==> src/rtl/rtree_node_split_4d_defines.svh <==
// assertion macros for the r-tree node split block
// used by rtree_node_split_4d, no other dependencies
`ifndef RTREE_NODE_SPLIT_4D_DEFINES_SVH
`define RTREE_NODE_SPLIT_4D_DEFINES_SVH

// same-cycle implication, checked out of reset
`define RTNS_ASSERT_NOW(lbl, ante, cons, msg) \
  lbl: assert property (@(posedge clk) disable iff (!rst_n) (ante) |-> (cons)) \
    else $error(msg);

// next-cycle implication, checked out of reset
`define RTNS_ASSERT_NEXT(lbl, ante, cons, msg) \
  lbl: assert property (@(posedge clk) disable iff (!rst_n) (ante) |=> (cons)) \
    else $error(msg);

`endif

==> src/rtl/rtns_ram.sv <==
// generic single-write, single-read ram with registered read data
// no dependencies
module rtns_ram #(
  parameter int WIDTH = 8,
  parameter int DEPTH = 16
) (
  input  logic                     clk,
  input  logic                     we,
  input  logic [$clog2(DEPTH)-1:0] waddr,
  input  logic [WIDTH-1:0]         wdata,
  input  logic [$clog2(DEPTH)-1:0] raddr,
  output logic [WIDTH-1:0]         rdata
);

  logic [WIDTH-1:0] mem [DEPTH];

  always_ff @(posedge clk) begin
    if (we) begin
      mem[waddr] <= wdata;
    end
    rdata <= mem[raddr];
  end

endmodule

==> config.mk <==
export PLATFORM = sky130hd
export DESIGN_NAME = rtns_ram
export DESIGN_NICKNAME = d
export VERILOG_FILES = /design/src/rtl/rtree_node_split_4d_defines.svh /design/src/rtl/rtns_ram.sv
export SDC_FILE = /design/constraint.sdc
export NUM_CORES = 1
export LEC_CHECK = 0
export BUFFER_PORTS_ARGS = -buffer_cell sky130_fd_sc_hd__clkbuf_2
export CORE_ASPECT_RATIO = 0.75
export CORE_MARGIN = 2
export CORE_UTILIZATION = 38
export CTS_BUF_LIST = sky130_fd_sc_hd__clkbuf_8
export DETAILED_ROUTE_END_ITERATION = 7
export PLACE_DENSITY = 0.65
export SETUP_SLACK_MARGIN = 0.4
export SYNTH_ARGS = -nofsm -noshare
export SYNTH_HDL_FRONTEND = slang
export SYNTH_SLANG_ARGS = --single-unit
==> constraint.sdc <==
create_clock -name clk -period 1.5 [get_ports clk]
set_input_delay 0 -clock clk [delete_from_list [all_inputs] [get_ports clk]]
set_output_delay 0 -clock clk [all_outputs]
set_load 0.1 [all_outputs]
Yosys cells after proc, flatten, opt, wreduce, memory -nomap -nowiden --
Memory sizes are Yosys's and may differ from the RTL's. A register that Yosys moved wholly into a read port is not among the register bits. Cells that the tools add are included. W data, S select, Z words.
Operators by class: muxes and demuxes 2
Operator list (number):
- $mux W1 | 2
Storage, ports and cells: bits in registers 0, bits in writable memories 128, memories 1, input bits 18, output and inout port bits 8, word-level logic and storage cells 3
Memory list:
- mem | depth 16, bits a word 8, read ports 1, clocked after memory_dff 1, write ports 1, line rtns_ram.sv:15 | logic [WIDTH-1:0] mem [DEPTH];

Logic depth before layout (Yosys ltp) --
Gate-level depths: netlist of run 1.
depth in word-level cells 2, mapped depth 5

Least setup slack after synthesis of run 1 --
Ideal clock, no wire load.
kind input port to flip-flop, start input port waddr[2], end memory mem[0][0] (enable), setup time 0.383 ns, stages on the path 2, arrival time 1.110 ns, data required time 1.117 ns, path buffers 0, setup slack 0.007 ns, cell sequence or3b_2 > nor3_1
RTL lines:
- from (decl) | line rtns_ram.sv:9 | input logic [$clog2(DEPTH)-1:0] waddr,
- to (decl) | line rtns_ram.sv:15
No word-level cell before the write port.

==> metrics, run 1 <==
status=complete, no violations; core area=13,100 µm²; Startpoint Class=flip-flop; main combinational cell family by area after synthesis=multiplexers; mux share of post-synthesis cell area=15.0%; CP endpoint kind=flip-flop; Finished Core Util=46.7%; register area share after synthesis=77.8%; footprint of the multi-input gates=1070 µm²; count of cell types in the netlist=19; GPL Wtd Cong=0.826; most frequent cells in the layout=edfxtp_1 (128), mux4_2 (32), clkbuf_8 (24), buf_4 (24), clkbuf_2 (17); vias in the first global route=2,531; # nets final=306; Clk Tree Root Cell=clkbuf_8; largest net degree at the start of global routing=33; I/O Buffers=25; area delta synth->final=19.0%; global-route usage over all layers=15.3%; worst hold slack=0.0229 ns; Crit Path Max Fanout=1; Longest Clk Path Bufs=2; Worst Tran Pin Value=0.455 ns; Slew Limit Fails=0; via/cell ratio=5.13; gr ovfl total=0; Synth Area in Adders=0%; VDD IR max=0.602 mV; CTS tree=built; Clock Latency Late Sink=0.42 ns; total die area=14,500 µm²; CP arrival=1.56 ns; Final TNS setup=0 ns; routed via count=2,419; Synth Area in Compound Gates=2.33%; die boundary height=105 µm; Reg area=4000 µm²; Crit path required time=1.81 ns; dpl ws=0.0917 ns; Antenna Nets Post-Route=0; syn nets=247; Initial Util=39.3%; DR pass1 iterations=4; xor-xnor portion of the synthesized cell area=0%; Ports=26; Tmin final=1.26 ns; Slew headroom=69.7%; drt wl/cell=21.9 µm; CTS H-tree lvls=4; Synth area leader=edfxtp_1; final wirelength=10,300 µm; pwr/cell area=1340 nW/µm²; chip width=138 µm; Final period util=83.7%; RSZ-0062 raised after global routing=yes; max-capacitance violation count=0; Leak Pwr=0.00204 µW; post-DP HPWL=6630 µm; # DRC=0; Fmax=797 MHz; Sink Count=136; Clock Pin Slew Worst Setup and Hold Paths=0.08 ns; Synth area leaders=edfxtp_1 (75%), mux4_2 (7.9%), mux4_1 (7.1%); initial antenna violation count=0; Yosys reg bits=136; Clock Skew=0.0113 ns; Cells after Synth=229; synthesized area per cell=22.5 µm²; Worst Setup Slack, final=0.245 ns; hold crit path type=in -> reg; Final setup viols=0; Hold Vio Cnt, Final=0; top-area cell type share of the netlist area=74.7%; Yosys warnings=0; Synth Area in Simple Gates=3.18%; layout cells sized above 1=40.9%; initial detailed-routing violation count=184; global-route wire length before repair=15,800 µm; CP Class=reg -> reg; synthesized area=5150 µm²; commonest non-fill, non-tap cell in the layout=edfxtp_1; Inserted Clock Buffers=17; fillers=1,101; Row Count=36; number of diodes=0; Hold-fix buffers, CTS=0
-- worst paths after layout --
check / from / endpoint / slack, ns / cells past startpoint
max: mem[3][1] / rdata[1] / 0.24 / 3
min: wdata[3] / mem[1][3] / 0.02 / 1
max reg2reg: mem[3][1] / rdata[1] / 0.24 / 3
min reg2reg: mem[14][0] / rdata[0] / 0.69 / 3
-- sequential cells by signal, summed over array words and instances (netlist names) --
signal / cells
mem: 128
rdata: 8
-- stage by stage --
| step | cell area [µm²] | power (µW) | std cells |
|---|---|---|---|
| final | 6120 | 8190 | 472 |
| after CTS | 6120 | 8250 | 472 |
| after detailed placement | 5610 | 4970 | 440 |
| after global placement | 5610 | 4950 | 440 |
| after global routing | 6120 | 8460 | 472 |
| after floorplan | 5130 | 4760 | 229 |
-- kinds of logic (layout without fill, tap and decap cells) --
kind of cell,after synthesis,after routing
flip-flops,136,136
AND/OR/NAND/NOR,35,35
buffers and inverters,10,82
AO/OA/AOI/OAI,16,16
multiplexers,32,32
-- critical path, stage by stage, from the launching register on --
cell	delay, ns
edfxtp_1	0.38
mux4_2	0.48
a22oi_2	0.20
nand2_1	0.08
-- area by class of cell --
type | instances | share of cell area [%]
Clock inverter | 11 | 2.51
Clock buffer | 21 | 4.72
Sequential cell | 136 | 65.4
Tap cell | 171 | 3.49
Multi-Input combinational cell | 83 | 17.4
Timing Repair Buffer | 50 | 6.48
-- synth_stat cells --
cell type,number
a22oi_1,16
and2_1,1
and2b_1,1
buf_2,3
buf_4,1
buf_6,3
clkdlybuf4s25_2,3
dfxtp_1,8
edfxtp_1,128
mux4_1,14
mux4_2,18
nand2_1,9
nand2b_1,2
nand3_1,1
nand3b_1,2
nor2_1,13
nor2b_1,1
nor3_1,4
or3b_2,1
-- per-layer routing --
| layer | global-route usage, % | vias up | routed length, µm |
|---|---|---|---|
| met1 | 22.3 | 1258 | 4600 |
| met4 | 5.47 | 0 | 55 |
| li1 | - | 1076 | - |
| met3 | 3.44 | 5 | 830 |
| met5 | 0 | - | 0 |
| met2 | 22.9 | 80 | 4860 |
-- repair_timing --
item                                    in CTS  in global routing
resized for setup                           17                  3
endpoints found under the setup margin      16                 11
setup buffers                                0                  0
-- power breakdown --
| part | internal [µW] | switching, µW | total [µW] |
|---|---|---|---|
| Combinational | 218 | 423 | 640 |
| Clock | 1970 | 1300 | 3270 |
| Sequential | 4240 | 30.6 | 4280 |
Note: power is estimated with default switching activity, not from simulation.
==> run 2: changes to the inputs <==
--- a/config.mk
+++ b/config.mk
@@ -11,7 +11,7 @@
 export CORE_UTILIZATION = 38
 export CTS_BUF_LIST = sky130_fd_sc_hd__clkbuf_8
 export DETAILED_ROUTE_END_ITERATION = 7
-export PLACE_DENSITY = 0.65
+export PLACE_DENSITY = 0.63
 export SETUP_SLACK_MARGIN = 0.4
 export SYNTH_ARGS = -nofsm -noshare
 export SYNTH_HDL_FRONTEND = slang
==> constraint.sdc (replaced) <==
create_clock -name clk -period 1.25 [get_ports clk]
set_input_delay 0 -clock clk [delete_from_list [all_inputs] [get_ports clk]]
set_output_delay 0 -clock clk [all_outputs]
set_load 0.1 [all_outputs]
==> metrics, run 2 (synthesized netlist as in run 1, its figures left out) <==
largest registers=mem: 128 flops, rdata: 8 flops; placed cell count=442; failing checks=setup timing; Initial Util=39.3%; Hold Vio Cnt, Final=0; Sink Count=136; Finished Core Util=50.1%; Clock Latency Late Sink=0.44 ns; CP Class=reg -> reg; final wirelength=9830 µm; RSZ-0062 raised after global routing=yes; Antenna Nets Post-Route=0; CTS H-tree lvls=4; Clk Tree Root Cell=clkbuf_8; worst hold slack=0.0315 ns; die boundary height=105 µm; Leak Pwr=0.00217 µW; vias in the first global route=2,567; gr ovfl total=0; # DRC=0; crit path cell chain=mux4_2 > a22oi_2 > nand2_1; global-route usage over all layers=15.0%; VDD IR max=0.716 mV; DR pass1 iterations=5; largest net degree at the start of global routing=22; status=finished with violations; commonest non-fill, non-tap cell in the layout=edfxtp_1; crit-path max cell delay=0.51 ns; Inserted Clock Buffers=17; # nets final=318; max-capacitance violation count=0; CP arrival=1.59 ns; total die area=14,500 µm²; Fmax=796 MHz; Worst Tran Pin Value=0.926 ns; layout cells sized above 1=46.3%; fin area=6560 µm²; I/O Buffers=25; Clock Skew=0.00841 ns; initial antenna violation count=0; Tmin final=1.26 ns; Ports=26; Final setup viols=1; Crit path required time=1.59 ns; initial detailed-routing violation count=179; via/cell ratio=5.04; most flop-heavy register=mem; Startpoint Class=flip-flop; hold crit path type=in -> reg; core area=13,100 µm²; Crit Path Max Fanout=1; most frequent cells in the layout=edfxtp_1 (128), mux4_2 (32), clkbuf_8 (25), clkbuf_2 (17), buf_12 (17); Final period util=101%; drt wl/cell=20.3 µm; CP endpoint kind=flip-flop; Slew Limit Fails=0; DP Area=5870 µm²; number of diodes=0; delay-heaviest family, CP=multiplexers; post-DP HPWL=6550 µm; area delta synth->final=27.5%; GPL Wtd Cong=0.714; routed via count=2,438; Clock Pin Slew Worst Setup and Hold Paths=0.07 ns; Final Non-Filler Cells=484; Row Count=36; Longest Clk Path Bufs=2; global-route wire length before repair=15,300 µm; Slew headroom=38.1%; chip width=138 µm; pwr/cell area=1420 nW/µm²; max reg flops=128; CTS tree=built; Crit-path slowest cell=mux4_2; Buf+Inv Stages, Crit Path=0; Worst Setup Slack, final=-0.00706 ns
run 2: changes by cell type in the layout (fill, tap and decap cells not counted), moves of 3 or more:
cell	before	now
buf_12	3	17
dfxtp_1	8	1
clkbuf_16	0	8
nor3_4	1	4
inv_1	2	6
buf_4	24	13
dfxtp_2	0	7
bufinv_16	4	0
nor2_1	10	1
dlygate4sd3_1	0	7
nor3_2	3	0
nor2_4	0	9
run 2: routing by layer:
| layer | share of wire [%] | global-route usage, % |
|---|---|---|
| met5 | 0 | 0 |
| met4 | 1.1 | 4.81 |
| met3 | 6.2 | 5.41 |
| met2 | 47 | 22.3 |
| met1 | 46 | 20.7 |
run 2: metrics by stage:
step / worst slack, ns / setup TNS, ns / power [µW]
finish: -0.00706 / -0.00706 / 9330
global route: -0.0489 / -0.244 / 9660
CTS: -0.0150 / -0.0299 / 9400
detailed placement: -0.154 / -2.65 / 6020
global placement: -0.153 / -1.46 / 6000
floorplan: 0.123 / 0 / 5730
run 2: cell type report:
cell class                      count  area, µm²
Fill cell                        1036       6550
Sequential cell                   136       4010
Multi-Input combinational cell     83       1170
Timing Repair Buffer               62        793
Clock buffer                       25        344
Tap cell                          171        214
Clock inverter                      7       30.0
run 2: final timing paths:
path	from	to	slack, ns	depth (start not counted)
setup / recovery	mem[3][3]	rdata[3]	-0.007	3
hold / removal	wdata[7]	mem[0][7]	0.03	1
setup reg to reg	mem[3][3]	rdata[3]	-0.007	3
hold reg to reg	mem[15][4]	rdata[4]	0.67	3
run 2: where the power goes:
part	internal, µW	leakage, µW	total (µW)	switching, µW
sequential	5100	0.00122	5150	44.4
clock	1760	0.000212	3250	1500
combinational	406	0.000735	936	531
run 2: timing repair:
action | in CTS | in global routing
cloned | 0 | 0
setup endpoints to repair | 24 | 32
hold buffers | 7 | 0
resized for setup | 36 | 2
buffers inserted | 1 | 2
pin swaps | 1 | 3
endpoints found under the hold margin | 101 | 0
run 2: worst register-to-register path, stage by stage, from the launching register on:
cell	delay, ns
edfxtp_1	0.37
mux4_2	0.51
a22oi_2	0.20
nand2_1	0.07
